`config.mk`:
```
export PLATFORM = sky130hd
export DESIGN_NAME = char_lcd_nibble_sequencer_core_flat
export DESIGN_NICKNAME = d
export VERILOG_FILES = /design/src/lcdns_pkg.sv /design/src/lcdns_cmd_if.sv /design/src/lcdns_pin_if.sv /design/src/lcdns_ctrl.sv /design/src/lcdns_datapath.sv /design/src/char_lcd_nibble_sequencer_core.sv /design/src/flat_wrapper.sv
export SDC_FILE = /design/constraint.sdc
export NUM_CORES = 1
export LEC_CHECK = 0
export ABC_CLOCK_PERIOD_IN_PS = 2000
export BUFFER_PORTS_ARGS = -buffer_cell sky130_fd_sc_hd__buf_4
export CAP_MARGIN = 20
export CORE_MARGIN = 2
export CORE_UTILIZATION = 46
export DETAILED_ROUTE_END_ITERATION = 16
export PLACE_DENSITY = 0.8
export SYNTH_ARGS = -nofsm -noshare
export SYNTH_HDL_FRONTEND = slang
export SYNTH_SLANG_ARGS = --single-unit
```
`constraint.sdc`:
```
create_clock -name clk -period 2 [get_ports clk]
set_input_delay 0 -clock clk [delete_from_list [all_inputs] [get_ports clk]]
set_output_delay 0 -clock clk [all_outputs]
set_load 0.05 [all_outputs]
```
`src/lcdns_pkg.sv`:
```
package lcdns_pkg;

  localparam int unsigned CMD_W     = 3;
  localparam int unsigned VALUE_W   = 8;
  localparam int unsigned NIB_W     = 4;
  localparam int unsigned HOLD_W    = 14;
  localparam int unsigned COLUMN_W  = 4;
  localparam int unsigned STEP_W    = 5;

  // Command codes.
  localparam logic [CMD_W-1:0] CMD_NIBBLE = 3'd0;
  localparam logic [CMD_W-1:0] CMD_BYTE   = 3'd1;
  localparam logic [CMD_W-1:0] CMD_CHAR   = 3'd2;
  localparam logic [CMD_W-1:0] CMD_CURSOR = 3'd3;
  localparam logic [CMD_W-1:0] CMD_INIT   = 3'd4;

  localparam logic [HOLD_W-1:0] ENABLE_PULSE_US  = 14'd1;
  localparam logic [HOLD_W-1:0] CHAR_SETTLE_US   = 14'd46;
  localparam logic [HOLD_W-1:0] CURSOR_SETTLE_US = 14'd40;
  localparam logic [HOLD_W-1:0] POWERUP_WAIT_US  = 14'd15000;
  localparam logic [HOLD_W-1:0] FIRST_WAKE_US    = 14'd4100;
  localparam logic [HOLD_W-1:0] CLEAR_SETTLE_US  = 14'd1640;
  localparam logic [HOLD_W-1:0] INIT_SETTLE_US   = 14'd40;
  localparam logic [VALUE_W-1:0] FUNCTION_SET    = 8'h28;
  localparam logic [VALUE_W-1:0] DISPLAY_ON_BYTE = 8'h0F;

  // Init sequence: the first state, four wake-up nibbles (eight states),
  // then five bytes (twenty states).
  localparam logic [STEP_W-1:0] INIT_NIB_FIRST  = 5'd1;
  localparam logic [STEP_W-1:0] INIT_NIB_LAST   = 5'd8;
  localparam logic [STEP_W-1:0] INIT_BYTE_FIRST = 5'd9;
  localparam logic [2:0]        INIT_BYTE_FINAL = 3'd4;

  typedef struct packed {
    logic load;     // capture the accepted command and restart the step count
    logic advance;  // a word was taken and more follow
    logic emit;     // a word was taken: update the pin mirror
  } lcdns_ctrl_t;

  typedef struct packed {
    logic cmd_known;  // offered command code is one the block acts on
    logic last;       // current word is the final one of its command
  } lcdns_stat_t;

  typedef struct packed {
    logic [NIB_W-1:0]  data_nibble;
    logic              reg_select;
    logic              enable;
    logic [HOLD_W-1:0] hold_us;
    logic              last;
  } lcdns_word_t;

  function automatic logic [NIB_W-1:0] init_nib(input logic [1:0] idx);
    logic [NIB_W-1:0] n;
    n = (idx == 2'd3) ? 4'd2 : 4'd3;
    return n;
  endfunction

  function automatic logic [HOLD_W-1:0] init_nib_us(input logic [1:0] idx);
    logic [HOLD_W-1:0] h;
    case (idx)
      2'd0:    h = FIRST_WAKE_US;
      2'd1:    h = 14'd100;
      2'd2:    h = 14'd0;
      default: h = INIT_SETTLE_US;
    endcase
    return h;
  endfunction

  function automatic logic [VALUE_W-1:0] init_byte(input logic [2:0] idx);
    logic [VALUE_W-1:0] b;
    case (idx)
      3'd0:    b = FUNCTION_SET;
      3'd1:    b = 8'h08;
      3'd2:    b = 8'h01;
      3'd3:    b = 8'h06;
      default: b = DISPLAY_ON_BYTE;
    endcase
    return b;
  endfunction

  function automatic logic [HOLD_W-1:0] init_byte_us(input logic [2:0] idx);
    logic [HOLD_W-1:0] h;
    h = (idx == 3'd2) ? CLEAR_SETTLE_US : INIT_SETTLE_US;
    return h;
  endfunction

endpackage

```
`src/lcdns_cmd_if.sv`:
```
interface lcdns_cmd_if;
  logic                          valid;
  logic                          ready;
  logic [lcdns_pkg::CMD_W-1:0]    cmd;
  logic [lcdns_pkg::VALUE_W-1:0]  value;
  logic [lcdns_pkg::HOLD_W-1:0]   delay_us;
  logic                          row;
  logic [lcdns_pkg::COLUMN_W-1:0] column;

  modport source (output valid, cmd, value, delay_us, row, column, input ready);
  modport sink   (input valid, cmd, value, delay_us, row, column, output ready);
endinterface

```
`src/lcdns_pin_if.sv`:
```
interface lcdns_pin_if;
  logic                        valid;
  logic                        ready;
  logic [lcdns_pkg::NIB_W-1:0]  data_nibble;
  logic                        reg_select;
  logic                        enable;
  logic [lcdns_pkg::HOLD_W-1:0] hold_us;
  logic                        last;

  modport source (output valid, data_nibble, reg_select, enable, hold_us, last,
                  input ready);
  modport sink   (input valid, data_nibble, reg_select, enable, hold_us, last,
                  output ready);
endinterface

```
`src/lcdns_ctrl.sv`:
```
module lcdns_ctrl (
  input  logic                  clk,
  input  logic                  rst,
  input  logic                  in_valid,
  output logic                  in_ready,
  output logic                  out_valid,
  input  logic                  out_ready,
  input  lcdns_pkg::lcdns_stat_t stat,
  output lcdns_pkg::lcdns_ctrl_t ctrl
);
  import lcdns_pkg::*;

  typedef enum logic [1:0] {
    ST_IDLE = 2'b01,
    ST_EMIT = 2'b10
  } state_t;

  state_t state, state_next;
  logic   in_fire, out_fire;

  assign in_ready  = (state == ST_IDLE);
  assign out_valid = (state == ST_EMIT);
  assign in_fire   = in_valid && in_ready;
  assign out_fire  = out_valid && out_ready;

  always_comb begin
    ctrl.load    = in_fire;
    ctrl.emit    = out_fire;
    ctrl.advance = out_fire && !stat.last;
  end

  always_comb begin
    state_next = state;
    unique case (state)
      ST_IDLE: begin
        // Unused command codes are swallowed without any word.
        if (in_fire && stat.cmd_known) begin
          state_next = ST_EMIT;
        end
      end
      ST_EMIT: begin
        if (out_fire && stat.last) begin
          state_next = ST_IDLE;
        end
      end
      default: state_next = ST_IDLE;
    endcase
  end

  always_ff @(posedge clk) begin
    if (rst) begin
      state <= ST_IDLE;
    end else begin
      state <= state_next;
    end
  end

endmodule

```
`src/lcdns_datapath.sv`:
```
module lcdns_datapath (
  input  logic                             clk,
  input  logic                             rst,
  input  logic [lcdns_pkg::CMD_W-1:0]      cmd,
  input  logic [lcdns_pkg::VALUE_W-1:0]    value,
  input  logic [lcdns_pkg::HOLD_W-1:0]     delay_us,
  input  logic                             row,
  input  logic [lcdns_pkg::COLUMN_W-1:0]   column,
  input  lcdns_pkg::lcdns_ctrl_t           ctrl,
  output lcdns_pkg::lcdns_stat_t           stat,
  output lcdns_pkg::lcdns_word_t           word
);
  import lcdns_pkg::*;

  logic [CMD_W-1:0]    cmd_r;
  logic [VALUE_W-1:0]  value_r;
  logic [HOLD_W-1:0]   delay_r;
  logic                row_r;
  logic [COLUMN_W-1:0] column_r;
  logic [STEP_W-1:0]   step;
  logic [NIB_W-1:0]    pin_nibble;
  logic                pin_rs;

  logic [STEP_W-1:0]   nib_step;
  logic [STEP_W-1:0]   byte_step;
  logic [VALUE_W-1:0]  byte_v;
  logic [HOLD_W-1:0]   settle;
  logic [1:0]          phase;
  logic                fin;

  assign nib_step  = step - INIT_NIB_FIRST;
  assign byte_step = step - INIT_BYTE_FIRST;

  // Every command is walked as phases of a byte send: high nibble strobe,
  // high nibble release, low nibble strobe, low nibble release with settle.
  // A nibble send uses only the last two phases.
  always_comb begin
    byte_v = value_r;
    settle = delay_r;
    phase  = step[1:0];
    fin    = (step[1:0] == 2'b11);
    unique case (cmd_r)
      CMD_NIBBLE: begin
        byte_v = {4'h0, value_r[3:0]};
        phase  = {1'b1, step[0]};
        fin    = step[0];
      end
      CMD_BYTE: begin
      end
      CMD_CHAR: begin
        settle = CHAR_SETTLE_US;
      end
      CMD_CURSOR: begin
        byte_v = {1'b1, row_r, 2'b00, column_r};
        settle = CURSOR_SETTLE_US;
      end
      CMD_INIT: begin
        if (step <= INIT_NIB_LAST) begin
          byte_v = {4'h0, init_nib(nib_step[2:1])};
          settle = init_nib_us(nib_step[2:1]);
          phase  = {1'b1, nib_step[0]};
          fin    = 1'b0;
        end else begin
          byte_v = init_byte(byte_step[4:2]);
          settle = init_byte_us(byte_step[4:2]);
          phase  = byte_step[1:0];
          fin    = (byte_step[4:2] == INIT_BYTE_FINAL) && (byte_step[1:0] == 2'b11);
        end
      end
      default: begin
      end
    endcase
  end

  always_comb begin
    word.data_nibble = phase[1] ? byte_v[3:0] : byte_v[7:4];
    word.reg_select  = (cmd_r == CMD_CHAR);
    word.enable      = ~phase[0];
    word.hold_us     = phase[0] ? (phase[1] ? settle : '0) : ENABLE_PULSE_US;
    word.last        = fin;
    // The init run opens by holding the present pins for the power-up wait.
    if ((cmd_r == CMD_INIT) && (step == '0)) begin
      word.data_nibble = pin_nibble;
      word.reg_select  = pin_rs;
      word.enable      = 1'b0;
      word.hold_us     = POWERUP_WAIT_US;
      word.last        = 1'b0;
    end
  end

  assign stat.cmd_known = (cmd <= CMD_INIT);
  assign stat.last      = word.last;

  always_ff @(posedge clk) begin
    if (ctrl.load) begin
      cmd_r    <= cmd;
      value_r  <= value;
      delay_r  <= delay_us;
      row_r    <= row;
      column_r <= column;
    end
  end

  always_ff @(posedge clk) begin
    if (rst) begin
      step       <= '0;
      pin_nibble <= '0;
      pin_rs     <= 1'b0;
    end else begin
      if (ctrl.load) begin
        step <= '0;
      end else if (ctrl.advance) begin
        step <= step + 5'd1;
      end
      if (ctrl.emit) begin
        pin_nibble <= word.data_nibble;
        pin_rs     <= word.reg_select;
      end
    end
  end

endmodule

```
`src/char_lcd_nibble_sequencer_core.sv`:
```
// Character LCD nibble sequencer for a display on a 4-bit bus.
// The cmd_ch channel takes one command word: a single nibble, a command
// byte, a data character, a cursor move or the power-up init run. The
// pin_ch channel returns one word per pin state: data nibble, register
// select, enable level, the time in microseconds that state is held, and
// a last flag on the final state of the command.
// The first pin state is valid in the cycle after the command is accepted;
// each further state follows in the cycle after the previous one is
// taken. A nibble command gives 2 words, byte, character and cursor
// commands give 4, init gives 29. Command codes 5 to 7 produce nothing.
// Only one command is in work at a time: the step counter in the datapath
// walks the words and the controller holds cmd_ch ready low until the
// last word is taken.
// When the receiver stalls, the current word holds unchanged on pin_ch.
// Reset returns the controller to idle and clears the mirror of the pin
// levels, which the init run shows in its first state.
module char_lcd_nibble_sequencer_core (
  input logic       clk,
  input logic       rst,
  lcdns_cmd_if.sink   cmd_ch,
  lcdns_pin_if.source pin_ch
);
  import lcdns_pkg::*;

  lcdns_ctrl_t ctrl;
  lcdns_stat_t stat;
  lcdns_word_t word;

  // The controller sequences handshakes, the datapath builds each word.
  lcdns_ctrl u_ctrl (
    .clk       (clk),
    .rst       (rst),
    .in_valid  (cmd_ch.valid),
    .in_ready  (cmd_ch.ready),
    .out_valid (pin_ch.valid),
    .out_ready (pin_ch.ready),
    .stat      (stat),
    .ctrl      (ctrl)
  );

  lcdns_datapath u_datapath (
    .clk      (clk),
    .rst      (rst),
    .cmd      (cmd_ch.cmd),
    .value    (cmd_ch.value),
    .delay_us (cmd_ch.delay_us),
    .row      (cmd_ch.row),
    .column   (cmd_ch.column),
    .ctrl     (ctrl),
    .stat     (stat),
    .word     (word)
  );

  assign pin_ch.data_nibble = word.data_nibble;
  assign pin_ch.reg_select  = word.reg_select;
  assign pin_ch.enable      = word.enable;
  assign pin_ch.hold_us     = word.hold_us;
  assign pin_ch.last        = word.last;

endmodule

```
`src/flat_wrapper.sv`:
```
// flat-port wrapper written by rule: the top's interface ports become plain ports
module char_lcd_nibble_sequencer_core_flat import lcdns_pkg::*;
  (clk, rst, cmd_ch_valid, cmd_ch_cmd, cmd_ch_value, cmd_ch_delay_us, cmd_ch_row, cmd_ch_column, cmd_ch_ready, pin_ch_valid, pin_ch_data_nibble, pin_ch_reg_select, pin_ch_enable, pin_ch_hold_us, pin_ch_last, pin_ch_ready);
  lcdns_cmd_if cmd_ch_i ();
  lcdns_pin_if pin_ch_i ();
  input logic clk;
  input logic rst;
  input wire logic [$bits(cmd_ch_i.valid)-1:0] cmd_ch_valid;
  input wire logic [$bits(cmd_ch_i.cmd)-1:0] cmd_ch_cmd;
  input wire logic [$bits(cmd_ch_i.value)-1:0] cmd_ch_value;
  input wire logic [$bits(cmd_ch_i.delay_us)-1:0] cmd_ch_delay_us;
  input wire logic [$bits(cmd_ch_i.row)-1:0] cmd_ch_row;
  input wire logic [$bits(cmd_ch_i.column)-1:0] cmd_ch_column;
  output wire logic [$bits(cmd_ch_i.ready)-1:0] cmd_ch_ready;
  output wire logic [$bits(pin_ch_i.valid)-1:0] pin_ch_valid;
  output wire logic [$bits(pin_ch_i.data_nibble)-1:0] pin_ch_data_nibble;
  output wire logic [$bits(pin_ch_i.reg_select)-1:0] pin_ch_reg_select;
  output wire logic [$bits(pin_ch_i.enable)-1:0] pin_ch_enable;
  output wire logic [$bits(pin_ch_i.hold_us)-1:0] pin_ch_hold_us;
  output wire logic [$bits(pin_ch_i.last)-1:0] pin_ch_last;
  input wire logic [$bits(pin_ch_i.ready)-1:0] pin_ch_ready;
  assign cmd_ch_i.valid = cmd_ch_valid;
  assign cmd_ch_i.cmd = cmd_ch_cmd;
  assign cmd_ch_i.value = cmd_ch_value;
  assign cmd_ch_i.delay_us = cmd_ch_delay_us;
  assign cmd_ch_i.row = cmd_ch_row;
  assign cmd_ch_i.column = cmd_ch_column;
  assign cmd_ch_ready = cmd_ch_i.ready;
  assign pin_ch_valid = pin_ch_i.valid;
  assign pin_ch_data_nibble = pin_ch_i.data_nibble;
  assign pin_ch_reg_select = pin_ch_i.reg_select;
  assign pin_ch_enable = pin_ch_i.enable;
  assign pin_ch_hold_us = pin_ch_i.hold_us;
  assign pin_ch_last = pin_ch_i.last;
  assign pin_ch_i.ready = pin_ch_ready;
  char_lcd_nibble_sequencer_core u_core (.clk(clk), .rst(rst), .cmd_ch(cmd_ch_i), .pin_ch(pin_ch_i));
endmodule
```
# == Word level (Yosys, flattened, before mapping) ==
# Cells that the tools add are included.
# op_classes
add_sub_neg,3
magnitude_cmp,2
eq_ne,16
n_mux,19
bitwise,1
n_reduce_logical,14
# ops
operator,n
two-way mux 14 bit,3
case mux 14 bit (3 select lines),1
case mux 13 bit (3 select lines),1
case mux 6 bit (4 select lines),1
case mux 8 bit (3 select lines),1
two-way mux 21 bit,1
== test 3 x 2 -> 1 bit (second input constant),4
two-way mux 11 bit,1
== test 2 bit (second input constant),5
case mux 2 bit (2 select lines),2
logical AND 1 bit,7
== test 3 bit (second input constant),2
logical NOT 3 bit,2
two-way mux 2 bit,3
two-way mux 6 bit,1
adder 5 x 1 -> 5 bit (second input constant),1
less-or-equal comparator 5 x 4 -> 1 bit (second input constant),1
logical NOT 5 bit,1
subtractor 5 x 4 -> 5 bit (second input constant),1
== test 2 x 1 -> 1 bit (second input constant),2
two-way mux 4 bit,1
inequality test 2 x 1 -> 1 bit (second input constant),2
== test 3 x 1 -> 1 bit (second input constant),1
less-or-equal comparator 3 bit (second input constant),1
8 further kinds,9
# totals
regBits,42
input_bits,34
out_inout_bits,23
wordCells,64

# == Longest topological paths before layout ==
# depth
word_depth,11
mapped_depth,10
mapped_depth_nobuf,8

# == Hierarchy ==
# Synthesis repeated with hierarchy kept, for this count alone.
# unflattened
cells_unflattened,247
area_unflattened_um2,2379.8
# modules_own_cells
module,instances,cells_per_inst,area_each_um2,seq_area_each_um2
lcdns_datapath,1,233,2258.4,1101.1
lcdns_ctrl,1,14,121.4,40.0

# == Least setup slack after synthesis ==
# Ideal clock, no wire load.
# synth_path
path_type,reg2out
start,reg u_core.u_datapath.step[0]
end,out pin_ch_hold_us[2]
arrival_ns,2.661
required_time_ns,2.000
path_slack_ns,-0.661
stages_incl_launch_ff,10
path_buffers,1
cell_sequence,dfxtp_1 -> buf_2 -> inv_1 -> ha_1 -> nand2b_1 -> a21oi_1 -> a21oi_1 -> o21ai_0 -> a21oi_1 -> nor3_1
# synth_between
word_cells_on_any_way,16
classes_between,add/sub (2); order compare (1); eq/ne (2); mux (8); reduce/logical (3)
# synth_rtl
item,line_no,source
"start, declared",lcdns_datapath.sv:20,logic [STEP_W-1:0] step;
"start signal, assigned",lcdns_datapath.sv:113,step <= step + 5'd1;
subtractor 5 x 4 -> 5 bit,lcdns_datapath.sv:32,assign byte_step = step - INIT_BYTE_FIRST;
net u_core.u_datapath.byte_step[0],lcdns_datapath.sv:25,logic [STEP_W-1:0] byte_step;
two-way mux 2 bit,lcdns_datapath.sv:58,if (step <= INIT_NIB_LAST) begin
case mux 2 bit (2 select lines),lcdns_datapath.sv:42,unique case (cmd_r)
two-way mux 14 bit,lcdns_datapath.sv:79,word.hold_us = phase[0] ? (phase[1] ? settle : '0) : ENABLE_PULSE_US;
two-way mux 21 bit,lcdns_datapath.sv:82,if ((cmd_r == CMD_INIT) && (step == '0)) begin
"end, declared",flat_wrapper.sv:19,output wire logic [$bits(pin_ch_i.hold_us)-1:0] pin_ch_hold_us;
# The timed path passes the listed nets, and every way through them passes these cells.

# == Worst setup path after layout ==
# layout_path
start,reg u_core.u_datapath.cmd_r[0]
end,out pin_ch_hold_us[5]
# layout_between
elab_chain_len,5
word_cells_on_any_way,10
classes_between,eq/ne (3); mux (5); reduce/logical (2)
# layout_lines
item,line_no,source
"start, declared",lcdns_datapath.sv:15,logic [CMD_W-1:0] cmd_r;
"start signal, assigned",lcdns_datapath.sv:96,cmd_r <= cmd;
== test 3 bit (tied with other cells),"lcdns_datapath.sv:42, lcdns_datapath.sv:82",
case mux 14 bit (3 select lines) / case mux 2 bit (2 select lines) (equally long branches),lcdns_datapath.sv:42,
two-way mux 14 bit (2 in series),lcdns_datapath.sv:79,
two-way mux 21 bit *,lcdns_datapath.sv:82,
# Every way passes the cells marked *; elsewhere a longest branch is shown, timed or not.

==> results by stage <==
Detailed routing:
- The count of nets left with antenna violations once routing finished came out at 0.
- Before antenna repair, the detailed router went through 5 iterations.
- In the final routed layout, each cell accounts on average for 23.8 um.
- The via-per-instance ratio is 6.27.
- The DRC violations left is 0.
- The total vias in the final route is 2953.
- The detailed-route wire length is 11200 um.
- The iteration-0 DRC count of the detailed router is 381.

GRT:
- The initial antenna violation count came to 0.
- The number of global-route vias before repair came to 2939.
- In the global route stage, overall resource usage came out at 0.322.
- The maximum number of pins on one net before global-route repair is 18.
- The global-route wire length before repair is 14700 um.
- The sum of overflow across all layers after global routing is 0.

Timing:
- The total count of hold-check failures in the final report is 0.
- Setup repair after global routing could not meet its margin everywhere.
- The final total negative setup slack is -5.30 ns.
- The time the worst path needs with I/O delays and setup is 2.39 ns.
- Across the routed clock network, the largest skew measured is 0.0135 ns.
- The count of final max-slew check failures was 0.
- The final number of setup-violating endpoints is 23.
- The highest clock rate is 418 MHz.
- The worst setup margin is -0.392 ns.
- The hold slack is 0.155 ns.
- The slew at the pin with the worst max-slew slack is 0.682 ns.
- Of the available clock period, the critical path in the final layout requires 1.20.
- Measured against its own limit, the worst slew margin works out to 0.542.

Layout:
- The total inserted antenna cells is 0.
- After the last flow step, the layout net total stands at 437.
- The count of cells in the finished layout, fillers not included, comes to 471.
- After filler insertion, the fill cell instance count of the layout stands at 255.
- The sequential cells in the finished layout cover a total of 0.00114 sq mm.
- The area added between synthesis and finish is 74.7%.
- The area of all placed cells without fillers is 0.00430 sq mm.
- The share of layout cells above drive strength 1 is 0.489.
- Summing all multi-input logic gate instances after layout gives 0.00157 sq mm.
- Once layout is complete, the utilization of the core stands at 0.837.

Synthesis:
- In the synthesized netlist, the number of instances is 260.
- The mapped netlist covers 0.00246 sq mm.
- In this run, synthesis inferred 30 flip-flops with an integrated enable.
- By area the synthesized netlist is led by sky130_fd_sc_hd__edfxtp_1 (37%), sky130_fd_sc_hd__dfxtp_1 (9.8%), sky130_fd_sc_hd__nand2_1 (5.3%), sky130_fd_sc_hd__nor2_1 (4.3%), sky130_fd_sc_hd__a21oi_1 (3.0%).
- The post-synthesis async set-or-reset flop share is 0.
- The per-instance average area after synthesis is 9.48 sq um.
- Yosys printed 0 warnings.
- The number of different library cells in the post-synthesis netlist is 63.
- The leading cell type by number of instances after synthesis is sky130_fd_sc_hd__nand2_1.
- The most frequently used flop master after synthesis is sky130_fd_sc_hd__edfxtp_1.
- The area share of the largest cell type after synthesis is 0.366.
- The largest total area in the synthesized netlist belongs to sky130_fd_sc_hd__edfxtp_1.
- The sequential element share of the synthesized area is 0.463.
- In the synthesized netlist, the cells that appear most often are sky130_fd_sc_hd__nand2_1 (35), sky130_fd_sc_hd__edfxtp_1 (30), sky130_fd_sc_hd__nor2_1 (28).
- The synthesis-stage register bit count is 42.
- Synthesis produced a netlist with a net count of 297.

Setup path:
- STA classifies the critical path startpoint as a flip-flop.
- The arrival time of data at the critical path endpoint is 2.39 ns.
- Walking the worst path, the cells encountered are buf_4 -> buf_6 -> nor3_4 -> buf_6 -> nand2_2 -> nor2_2 -> a22oi_2 -> buf_12 -> a311oi_4 -> buf_6.
- The type of the worst setup path is flip-flop to primary output.
- The cell type of the slowest stage on the worst timing path is sky130_fd_sc_hd__edfxtp_1.
- In this design, the critical path's most frequently occurring cell is sky130_fd_sc_hd__buf_6.
- STA puts the critical path data required time at 2.00 ns.
- Of all nets on the critical path, the largest fanout is 5.
- For this run, the slowest stage of the critical path takes 0.52 ns.
- The kind of end point of the critical path is a primary output.

Pwr:
- The design draws 2.25 mW.
- The leakage power figure is 1.72 nW.
- The worst-case IR drop observed on VDD is 513 uV.
- The power density over cell area is 522 mW/mm^2.

Floorplan:
- The floorplan step defined a core boundary enclosing 0.00514 sq mm.
- The floorplan step set the die height to 77.2 um.
- For this design the top-level I/O count stands at 57.
- From left edge to right edge, the die measures 77.2 um.
- The die covers 0.00596 sq mm.
- The starting density of the core is 0.479.
- The cell row count is 26.

Placed design:
- The post-detailed-placement cell area is 0.00322 sq mm.
- Before CTS, the worst setup slack after placement is 0.00577 ns.
- The number of input and output port buffers inserted is 56.
- Routability-driven placement finished with a final weighted congestion of 0.915.
- After legalization and detailed placement, the total HPWL measured 5050 um.
- After detailed placement, the design holds a cell count of 404.

Outcome:
- The final reports fail on negative setup slack.
- The flow ran to the end, but the final reports show violations.

Job:
- Max-cap violations in this run came to 0.

Clock tree:
- Buffers inserted during clock tree synthesis total 5.
- The clock drives 42 sinks.
- The clock transition time at the flip-flop clock pins of the worst setup and hold paths is 0.10 ns.
- The number of levels in the clock H-tree is 2.
- For the worst-skew pair, the clock arrives at the later sink with an insertion delay of 0.31 ns.
- In this run the clock root is driven by a sky130_fd_sc_hd__clkbuf_8.
- No sink is reached through more buffers than the 2 on the longest clock path.
- The clock tree from TritonCTS is yes.

Hold path:
- The class of the tightest hold or removal check is input pin to flip-flop.
routing by layer:
metal | vias up | track usage | wire length, um
met5 | - | 0 | 0
met4 | 0 | 0.198 | 587
met3 | 64 | 0.0565 | 1050
met2 | 238 | 0.578 | 5610
met1 | 1429 | 0.348 | 3940
li1 | 1222 | - | -
sequential cells by signal, summed over array words and instances, names as in the netlist:
register,count
u_core.u_datapath.cmd_r,3
u_core.u_datapath.pin_rs,1
u_core.u_datapath.column_r,4
u_core.u_datapath.pin_nibble,4
u_core.u_datapath.delay_r,14
u_core.u_datapath.value_r,8
u_core.u_datapath.step,5
u_core.u_datapath.row_r,1
u_core.u_ctrl.state,2
where the power goes:
| part | internal, mW | total (mW) | switching (mW) |
|---|---|---|---|
| sequential | 0.988 | 1.02 | 0.0347 |
| combinational | 0.288 | 0.636 | 0.348 |
| clock | 0.246 | 0.587 | 0.341 |
| total | 1.52 | 2.25 | 0.723 |
layout by cell type, fill, tap and decap left out, types with 5 or more instances in the layout:
| cell type | count |
|---|---|
| sky130_fd_sc_hd__nand2_1 | 30 |
| sky130_fd_sc_hd__edfxtp_1 | 30 |
| sky130_fd_sc_hd__buf_6 | 31 |
| sky130_fd_sc_hd__dlygate4sd3_1 | 31 |
| sky130_fd_sc_hd__a21oi_1 | 10 |
| sky130_fd_sc_hd__nor2b_1 | 7 |
| sky130_fd_sc_hd__buf_4 | 75 |
| sky130_fd_sc_hd__o21ai_0 | 7 |
| sky130_fd_sc_hd__nor2_2 | 6 |
| sky130_fd_sc_hd__dfxtp_1 | 9 |
| sky130_fd_sc_hd__clkbuf_8 | 5 |
| sky130_fd_sc_hd__nand3_1 | 7 |
| sky130_fd_sc_hd__buf_8 | 6 |
| sky130_fd_sc_hd__nor2_1 | 18 |
| sky130_fd_sc_hd__inv_1 | 7 |
| sky130_fd_sc_hd__o21ai_1 | 5 |
| sky130_fd_sc_hd__a21o_1 | 6 |
| sky130_fd_sc_hd__nor2_4 | 6 |
critical path, delay by kind of cell, from the launching register on:
kind,cells,cell delay (ns)
and+or+nand+nor,3,0.36
buffers and inverters,5,0.83
DFF,1,0.52
AOI/OAI and AO/OA,2,0.36
area by class of cell:
cell class,count,area share
multi-input cells,196,0.365
repair buffers,146,0.319
flip-flops and latches,42,0.266
well taps,70,0.0203
clock buffers,5,0.0160
inverters,9,0.00901
clock inverters,3,0.00465
timing repair:
| item | 4_1_cts | 5_1_grt |
|---|---|---|
| hold endpoints to repair | 33 | 0 |
| cloned | 0 | 0 |
| hold buffers | 31 | 0 |
| pin swaps | 17 | 23 |
| setup buffers | 17 | 15 |
| endpoints found under the setup margin | 17 | 29 |
| resized for setup | 56 | 47 |
cell families (layout without fill, tap and decap cells):
| family | count (synthesis) | count (layout) | synth area share |
|---|---|---|---|
| AND/OR/NAND/NOR | 117 | 117 | 0.243 |
| AO/OA/AOI/OAI | 67 | 67 | 0.195 |
| flip-flops | 42 | 42 | 0.463 |
| buffers and inverters | 22 | 163 | 0.0472 |
| XOR/XNOR | 6 | 6 | 0.0244 |
| adder cells (fa/ha/maj) | 3 | 3 | 0.0152 |
| multiplexers | 3 | 3 | 0.0127 |
worst paths after layout:
kind | start | end | slack [ns] | depth (start not counted)
setup / recovery | u_core.u_datapath.cmd_r[0] | pin_ch_hold_us[5] | -0.39 | 10
hold / removal | pin_ch_ready | u_core.u_ctrl.state[1] | 0.15 | 4
setup reg to reg | u_core.u_datapath.cmd_r[0] | u_core.u_datapath.pin_nibble[3] | -0.30 | 10
hold reg to reg | u_core.u_datapath.pin_nibble[2] | u_core.u_datapath.pin_nibble[2] | 0.51 | 1
Power figures use the tool's default switching activity.
